--- src/design/cfd_pkg.sv ---
package cfd_pkg;

   // Code byte that opens a full block with no implied zero after it
   localparam logic [7:0] COBS_MAX_CODE = 8'hff;
   localparam logic [7:0] DELIMITER     = 8'h00;

   // One decoded result
   typedef struct packed {
      logic [7:0] out_byte;
      logic       byte_valid;
      logic       frame_end;
      logic       frame_error;
   } result_type;

   // Handshake between decode and the result register
   typedef struct packed {
      logic       load;
      logic       free;
   } out_ctl_type;

endpackage

--- src/design/cobs_frame_decoder_core.sv ---
// COBS frame decoder: takes raw bytes from a serial receiver and gives
// decoded data bytes and frame delimiters.
// Request channel: req_valid / req_stall carry one raw byte, req_in_byte.
// Response channel: rsp_valid / rsp_stall carry one result: a data byte
// (rsp_byte_valid), or a frame end (rsp_frame_end) with rsp_frame_error
// set when the delimiter came inside a block.
// Hunted bytes, code bytes that release no held zero and the implied zero
// at the end of a frame give no response.
// Path: a byte is captured in the input register, decoded combinationally
// and its response is loaded into the response register.
// Throughput: one byte per cycle unless a stall holds it; the per-byte
// decode is a counter update between an input and a response register.
// Reset: the decoder drops all bytes until the first zero byte, then
// decodes frames. Both registers empty.
// Stall: a stalled response holds. The input register still takes one more
// byte, and a byte that gives no response keeps moving; req_stall rises
// once a byte waiting in the input register needs the held response slot.
module cobs_frame_decoder_core (
   input  logic       clock,
   input  logic       reset,
   input  logic       req_valid,
   output logic       req_stall,
   input  logic [7:0] req_in_byte,
   output logic       rsp_valid,
   input  logic       rsp_stall,
   output logic [7:0] rsp_out_byte,
   output logic       rsp_byte_valid,
   output logic       rsp_frame_end,
   output logic       rsp_frame_error
);
   import cfd_pkg::*;

   logic        item_valid;
   logic [7:0]  item_byte;
   logic        consume;
   logic        out_free;
   out_ctl_type ctl;
   result_type  result;
   result_type  rsp_data;

   cfd_in_reg u_in_reg (
      .clock       (clock),
      .reset       (reset),
      .req_valid   (req_valid),
      .req_in_byte (req_in_byte),
      .req_stall   (req_stall),
      .consume     (consume),
      .item_valid  (item_valid),
      .item_byte   (item_byte)
   );

   cfd_decode u_decode (
      .clock      (clock),
      .reset      (reset),
      .item_valid (item_valid),
      .item_byte  (item_byte),
      .out_free   (out_free),
      .consume    (consume),
      .ctl        (ctl),
      .result     (result)
   );

   cfd_out_reg u_out_reg (
      .clock     (clock),
      .reset     (reset),
      .ctl       (ctl),
      .result    (result),
      .rsp_stall (rsp_stall),
      .out_free  (out_free),
      .rsp_valid (rsp_valid),
      .rsp_data  (rsp_data)
   );

   assign rsp_out_byte    = rsp_data.out_byte;
   assign rsp_byte_valid  = rsp_data.byte_valid;
   assign rsp_frame_end   = rsp_data.frame_end;
   assign rsp_frame_error = rsp_data.frame_error;

endmodule

--- src/design/cfd_in_reg.sv ---
module cfd_in_reg (
   input  logic       clock,
   input  logic       reset,
   input  logic       req_valid,
   input  logic [7:0] req_in_byte,
   output logic       req_stall,
   input  logic       consume,
   output logic       item_valid,
   output logic [7:0] item_byte
);
   import cfd_pkg::*;

   logic       valid_ff;
   logic       valid_in;
   logic [7:0] byte_ff;
   logic       take;

   // Hold the request while decode cannot consume it
   assign req_stall  = valid_ff && !consume;
   assign take       = req_valid && !req_stall;
   assign item_valid = valid_ff;
   assign item_byte  = byte_ff;

   always_comb begin
      valid_in = valid_ff;
      if (take) begin
         valid_in = 1'b1;
      end else if (consume) begin
         valid_in = 1'b0;
      end
   end

   always_ff @(posedge clock) begin
      if (reset) begin
         valid_ff <= 1'b0;
      end else begin
         valid_ff <= valid_in;
      end
   end

   // Capture the request byte
   always_ff @(posedge clock) begin
      if (take) begin
         byte_ff <= req_in_byte;
      end
   end

endmodule

--- src/design/cfd_decode.sv ---
module cfd_decode (
   input  logic                clock,
   input  logic                reset,
   input  logic                item_valid,
   input  logic [7:0]          item_byte,
   input  logic                out_free,
   output logic                consume,
   output cfd_pkg::out_ctl_type ctl,
   output cfd_pkg::result_type result
);
   import cfd_pkg::*;

   logic       in_sync_ff;
   logic       in_sync_in;
   logic [7:0] bytes_left_ff;
   logic [7:0] bytes_left_in;
   logic       zero_pending_ff;
   logic       zero_pending_in;
   logic       has_result;
   logic       is_delim;
   logic       in_block;

   assign is_delim = (item_byte == DELIMITER);
   assign in_block = (bytes_left_ff != 8'd0);

   // Classify the byte and form the result and next state
   always_comb begin
      has_result         = 1'b0;
      result             = '0;
      in_sync_in         = in_sync_ff;
      bytes_left_in      = bytes_left_ff;
      zero_pending_in    = zero_pending_ff;
      if (!in_sync_ff) begin
         // hunt for the first delimiter
         if (is_delim) begin
            in_sync_in      = 1'b1;
            bytes_left_in   = 8'd0;
            zero_pending_in = 1'b0;
         end
      end else if (is_delim) begin
         // close the frame, drop the trailing implied zero
         has_result         = 1'b1;
         result.frame_end   = 1'b1;
         result.frame_error = in_block;
         bytes_left_in      = 8'd0;
         zero_pending_in    = 1'b0;
      end else if (in_block) begin
         // pass a data byte
         has_result        = 1'b1;
         result.out_byte   = item_byte;
         result.byte_valid = 1'b1;
         bytes_left_in     = bytes_left_ff - 8'd1;
      end else begin
         // code byte: release the held zero, open the next block
         has_result        = zero_pending_ff;
         result.byte_valid = zero_pending_ff;
         bytes_left_in     = item_byte - 8'd1;
         zero_pending_in   = (item_byte != COBS_MAX_CODE);
      end
   end

   // Advance when the result register has room or nothing is produced
   assign consume  = item_valid && (!has_result || out_free);
   assign ctl.load = consume && has_result;
   assign ctl.free = out_free;

   always_ff @(posedge clock) begin
      if (reset) begin
         in_sync_ff      <= 1'b0;
         bytes_left_ff   <= 8'd0;
         zero_pending_ff <= 1'b0;
      end else if (consume) begin
         in_sync_ff      <= in_sync_in;
         bytes_left_ff   <= bytes_left_in;
         zero_pending_ff <= zero_pending_in;
      end
   end

endmodule

--- src/design/cfd_out_reg.sv ---
module cfd_out_reg (
   input  logic                 clock,
   input  logic                 reset,
   input  cfd_pkg::out_ctl_type ctl,
   input  cfd_pkg::result_type  result,
   input  logic                 rsp_stall,
   output logic                 out_free,
   output logic                 rsp_valid,
   output cfd_pkg::result_type  rsp_data
);
   import cfd_pkg::*;

   logic       valid_ff;
   logic       valid_in;
   result_type data_ff;

   // Free when empty or the held result leaves this cycle
   assign out_free  = !valid_ff || !rsp_stall;
   assign rsp_valid = valid_ff;
   assign rsp_data  = data_ff;

   always_comb begin
      valid_in = valid_ff;
      if (ctl.load) begin
         valid_in = 1'b1;
      end else if (ctl.free) begin
         valid_in = 1'b0;
      end
   end

   always_ff @(posedge clock) begin
      if (reset) begin
         valid_ff <= 1'b0;
      end else begin
         valid_ff <= valid_in;
      end
   end

   // Load a new result
   always_ff @(posedge clock) begin
      if (ctl.load) begin
         data_ff <= result;
      end
   end

endmodule

--- config.mk ---
export PLATFORM = sky130hd
export DESIGN_NAME = cobs_frame_decoder_core
export DESIGN_NICKNAME = d
export VERILOG_FILES = /design/src/design/cfd_pkg.sv /design/src/design/cobs_frame_decoder_core.sv /design/src/design/cfd_in_reg.sv /design/src/design/cfd_decode.sv /design/src/design/cfd_out_reg.sv
export SDC_FILE = /design/constraint.sdc
export NUM_CORES = 1
export LEC_CHECK = 0
export ABC_AREA = 1
export BUFFER_PORTS_ARGS = -buffer_cell sky130_fd_sc_hd__clkbuf_2
export CAP_MARGIN = 0
export CORE_AREA = 2 2 70 72
export DETAILED_ROUTE_END_ITERATION = 8
export DIE_AREA = 0 0 72 74
export PLACE_DENSITY_LB_ADDON = 0.1
export REMOVE_ABC_BUFFERS = 1
export SYNTH_ARGS = -nofsm -noshare
export SYNTH_HDL_FRONTEND = slang
export SYNTH_SLANG_ARGS = --single-unit
--- constraint.sdc ---
create_clock -name clock -period 1.7 [get_ports clock]
set_clock_uncertainty 0.15 [all_clocks]
set_input_delay 0.425 -clock clock [delete_from_list [all_inputs] [get_ports clock]]
set_output_delay 0.425 -clock clock [all_outputs]
set_load 0.05 [all_outputs]
== Word-level counts from Yosys, hierarchy flattened ==
Cells that the tools add are included.

* Word-level logic and storage cells: 55
* Bits of input ports: 12
* Bits in read-only memories: 0
* Latch bits: 0
* Memories kept: 0
* Flip-flop bits (word level): 31
* Bits in writable memories: 0

* Multiplexer cells: 18
* Divide/modulo/power cells: 0
* Add/subtract/negate cells: 2
* Magnitude comparators: 0
* Reductions and logical operators: 21
* Multiply operators: 0
* Bitwise gates (word level): 2
* Shift operators: 0
* Eq/ne operators: 2

{| class="wikitable"
|+ Operators by type and width
! cell !! number
|-
| $mux 8 || 4
|-
| $sub 8x1->8 const B || 2
|-
| $mux 1 || 13
|-
| $logic_not 8->1 || 1
|-
| $ne 8x8->1 const B || 1
|-
| $reduce_bool 8->1 || 1
|-
| $reduce_bool 2->1 || 3
|-
| $logic_not 1->1 || 5
|-
| $logic_and 1x1->1 || 4
|-
| $reduce_and 2->1 || 2
|-
| $reduce_and 3->1 || 1
|-
| $reduce_or 3->1 || 1
|-
| $logic_or 1x1->1 || 2
|-
| $mux 2 || 1
|-
| $ne 2x1->1 const B || 1
|-
| $not 1->1 || 2
|-
| $reduce_or 2->1 || 1
|}

== Longest topological paths before layout ==
* Word-level depth: 12
* Gate-level depth with buffers: 12

== Modules after synthesis ==
Synthesis repeated with hierarchy kept, for this count alone.

* Cells, all modules: 170
* Area total of the unflattened synthesis: 1,492.7 sq um

{| class="wikitable"
|+ Modules (own cells, without submodules)
! module !! cells each !! seq. area each (sq um) !! area an instance (sq um) !! times used
|-
| cfd_decode || 138 || 200.2 || 832.0 || 1
|-
| cfd_out_reg || 17 || 350.3 || 374.1 || 1
|-
| cfd_in_reg || 15 || 260.2 || 286.5 || 1
|}

== Least setup slack after synthesis ==
Ideal clock, no wire load.

* Path type: register to output
* Start: register u_in_reg.byte_ff[1] (netlist: u_in_reg.item_byte[1])
* End: output port req_stall
* Required time: 1.125 ns
* Cell stages (with the launch flop): 8
* Arrival: 1.503 ns
* Path slack: -0.378 ns
* Buffers on the path: 0
* Cells stage by stage: edfxtp_1 inv_1 nand2_1 nor2_1 nand3_1 a21oi_1 nand3_1 inv_1

* Longest elaborated chain between the ends: 8

{| class="wikitable"
|+ Ends and longest elaborated chain
! what !! RTL line !! text
|-
| start: declaration || cfd_in_reg.sv:15 || <nowiki>logic [7:0] byte_ff;</nowiki>
|-
| start signal: assignment || cfd_in_reg.sv:44 || <nowiki>byte_ff <= req_in_byte;</nowiki>
|-
| $logic_not 8->1 || cfd_decode.sv:23 || <nowiki>assign is_delim = (item_byte == DELIMITER);</nowiki>
|-
| $mux 1 || cfd_decode.sv:40 || <nowiki>end else if (is_delim) begin</nowiki>
|-
| $mux 1 || cfd_decode.sv:33 || <nowiki>if (!in_sync_ff) begin</nowiki>
|-
| $logic_not 1->1 || cfd_decode.sv:63 || <nowiki>assign consume = item_valid && (!has_result || out_free);</nowiki>
|-
| $logic_or 1x1->1 || cfd_decode.sv:63 ||
|-
| $logic_and 1x1->1 || cfd_decode.sv:63 ||
|-
| $logic_not 1->1 || cfd_in_reg.sv:19 || <nowiki>assign req_stall = valid_ff && !consume;</nowiki>
|-
| $logic_and 1x1->1 || cfd_in_reg.sv:19 ||
|-
| end: declaration || cobs_frame_decoder_core.sv:22 || <nowiki>output logic req_stall,</nowiki>
|}

No other way between the ends.

== Worst setup path after layout ==
* Start: register u_in_reg.byte_ff[3] (netlist: u_in_reg.item_byte[3])
* End: output port req_stall

Same word-level chain as after synthesis.

==> results.sh <==
export IMPL_ant_nets=0
export IMPL_status="finished, violations left"
export IMPL_drc=0
export IMPL_crit_type="reg -> out"
export IMPL_area_growth_pct=70.4
export IMPL_rsz0062_at_grt="true"
export IMPL_post_route_period_util_pct=128
export IMPL_drt_total_wl_um=4360
export IMPL_die_h_um=74
export IMPL_dp_cells=276
export IMPL_synth_area_sq_mm=0.00150
export IMPL_peakVddDrop_mv=0.398
export IMPL_grt_overflow_total=0
export IMPL_drv_cap=0
export IMPL_multi_input_area_sq_um=863
export IMPL_gp_congestion=0.804
export IMPL_synth_common_cells="nand2_1, inv_1, edfxtp_1, nor2_1, a21oi_1"
export IMPL_total_power_mw=1.64
export IMPL_p_leak_nw=1.07
export IMPL_setup_violations=32
export IMPL_ctsHtreeMaxLevel=2
export IMPL_core_area_sq_mm=0.00460
export IMPL_synthTopCellsByArea="edfxtp_1, dfxtp_1, nand2_1, inv_1, nor2_1"
export IMPL_antenna_found_initial=0
export IMPL_cts_made_buffers=5
export IMPL_pin_count=25
export IMPL_p_per_area_mw_per_mm2=640
export IMPL_stdcell_count=307
export IMPL_synth_top_area_cell="edfxtp_1"
export IMPL_initialDrtViolationCount=56
export IMPL_finish_utilization_pct=55.7
export IMPL_grtUsageTotal_pct=17.3
export IMPL_clock_root_buffer="clkbuf_8"
export IMPL_ys_seq_area_share_pct=54.0
export IMPL_worst_path_most_repeated_cell="nand3_2"
export IMPL_synthArstFlopShare_pct=0
export IMPL_synth_edf_count=19
export IMPL_failed_checks="negative setup slack"
export IMPL_dpl_hpwl_um=2720
export IMPL_hold_class="in -> reg"
export IMPL_ys_flop_type="edfxtp_1"
export IMPL_io_buffers=24
export IMPL_ys_warn_count=0
export IMPL_cp_start_kind="register"
export IMPL_synth_cell_types=26
export IMPL_critPathRequiredTime_ps=1120
export IMPL_clockBufferDepth=2
export IMPL_worst_slack_ps=-480
export IMPL_die_area_sq_mm=0.00533
export IMPL_syn_inst=167
export IMPL_drtPass1Iterations=4
export IMPL_path_clk_slew_ps=70
export IMPL_clock_sinks=31
export IMPL_worst_pin_slew_ps=391
export IMPL_vias=1455
export IMPL_fill_cells=418
export IMPL_cp_end_kind="output pin"
export IMPL_hold_viol=0
export IMPL_slew_headroom_pct=73.9
export IMPL_syn_avg_cell_area_sq_um=9.00
export IMPL_seq_area_sq_um=821
export IMPL_ys_seq_elements=31
export IMPL_synth_most_common_cell="nand2_1"
export IMPL_drive_gt1_share_pct=65.6
export IMPL_cpMaxStageDelayCell="edfxtp_1"
export IMPL_tns_ps=-7180
export IMPL_die_w_um=72
export IMPL_grt_max_degree=13
export IMPL_clkLatencyLatePin_ps=290
export IMPL_wire_per_inst_um=14.2
export IMPL_diodes=0
export IMPL_cts_tree="built"
export IMPL_grt_pass1_vias=1529
export IMPL_synth_top_area_share_pct=38.0
export IMPL_path_cells="nor2_1 > nand3_2 > a21oi_2 > nand3_2 > inv_2 > buf_8"
export IMPL_critPathMaxFanout=2
export IMPL_critPathMaxStageDelay_ps=410
export IMPL_rows=25
export IMPL_viasPerCell=4.74
export IMPL_initial_core_util_pct=32.7
export IMPL_fin_crit_ps=2180
export IMPL_maxSlewViolCount=0
export IMPL_grt_first_pass_wirelength_um=6780
export IMPL_fmax_mhz=459
export IMPL_final_nets=265
export IMPL_arrival_ps=1610
[cell families (layout without fill, tap and decap cells)]
kind of cell             Yosys count  in the layout  synth area share (%)
adder cells (fa/ha/maj)            1              1                 0.833
flip-flops                        31             31                  54.0
AO/OA/AOI/OAI                     25             25                  10.7
XOR/XNOR                           1              1                 0.583
buffers and inverters             26            110                  6.99
AND/OR/NAND/NOR                   83             85                  27.0
[placed cells by master (no fill, tap or decap), types with 2 or more instances in the layout]
cell type / Yosys / final
buf_4: 0 / 37
clkbuf_2: 0 / 23
nand2_1: 35 / 19
edfxtp_1: 19 / 19
nand2_2: 4 / 15
inv_1: 23 / 15
buf_6: 1 / 15
nor2_1: 19 / 11
nor2_2: 4 / 8
inv_2: 1 / 8
nand3_2: 3 / 8
dfxtp_2: 0 / 8
a21oi_2: 1 / 7
nor2_4: 1 / 6
nand2_4: 1 / 6
a21oi_1: 13 / 6
nand3_4: 0 / 5
clkbuf_8: 0 / 5
dfxtp_1: 12 / 4
a21oi_4: 2 / 3
o21bai_1: 3 / 3
o21ai_0: 5 / 2
nand3_1: 11 / 2
o21ai_2: 0 / 2
[registers in the layout, summed over array words and instances (netlist names)]
signal	flops
u_decode.in_sync_ff	1
u_out_reg.rsp_data	11
u_in_reg.item_valid	1
u_decode.bytes_left_ff	8
u_in_reg.item_byte	8
u_out_reg.rsp_valid	1
u_decode.zero_pending_ff	1
[worst paths after layout]
| check | start | end | slack [ps] | depth (start not counted) |
|---|---|---|---|---|
| setup / recovery | u_in_reg.item_byte[3] | req_stall | -480 | 6 |
| hold / removal | req_in_byte[3] | u_in_reg.item_byte[3] | 160 | 1 |
| setup reg to reg | u_in_reg.item_byte[3] | u_out_reg.rsp_data[6] | -410 | 11 |
| hold reg to reg | u_out_reg.rsp_valid | u_out_reg.rsp_valid | 350 | 2 |
[layer usage]
layer	share of wire [%]	vias up	routed length (um)	global-route usage (%)
li1	-	723	-	-
met1	39	686	1700	18.1
met2	55	36	2390	32.1
met3	3.4	10	148	4.20
met4	2.7	0	116	9.01
met5	0	-	0	0
[worst max-delay path: cells and delay by family, from the launching register on]
kind | cells | cell delay (ps)
AO/OA/AOI/OAI | 1 | 220
flip-flops | 1 | 410
buffers and inverters | 2 | 230
AND/OR/NAND/NOR | 3 | 450
[power by group]
group | leakage [nW] | switching, mW | internal [mW]
Combinational | 0.771 | 0.123 | 0.108
Sequential | 0.261 | 0.0127 | 0.811
Clock | 0.0412 | 0.298 | 0.286
Total | 1.07 | 0.434 | 1.20
[repair_timing]
item | 4_1_cts | 5_1_grt
setup endpoints to repair | 38 | 40
buffers inserted | 24 | 5
pin swaps | 22 | 31
cloned | 2 | 1
hold buffers | 0 | 0
gates resized for setup | 55 | 49
[through the flow]
step	setup slack [ps]	hold WS, ps	cell area [sq um]
2_1_floorplan	-378	299	1490
3_3_place_gp	-287	332	1950
3_5_place_dp	-328	348	1950
4_1_cts	-416	152	2380
5_1_grt	-583	143	2560
6_report	-480	157	2560
[area by class of cell]
class | instances | share of cell area [%]
clock inverters | 2 | 0.489
well taps | 54 | 2.64
multi-input cells | 112 | 33.7
inverters | 24 | 3.71
repair buffers | 78 | 24.6
clock buffers | 6 | 2.83
flip-flops and latches | 31 | 32.0
Power figures use the tool's default switching activity.
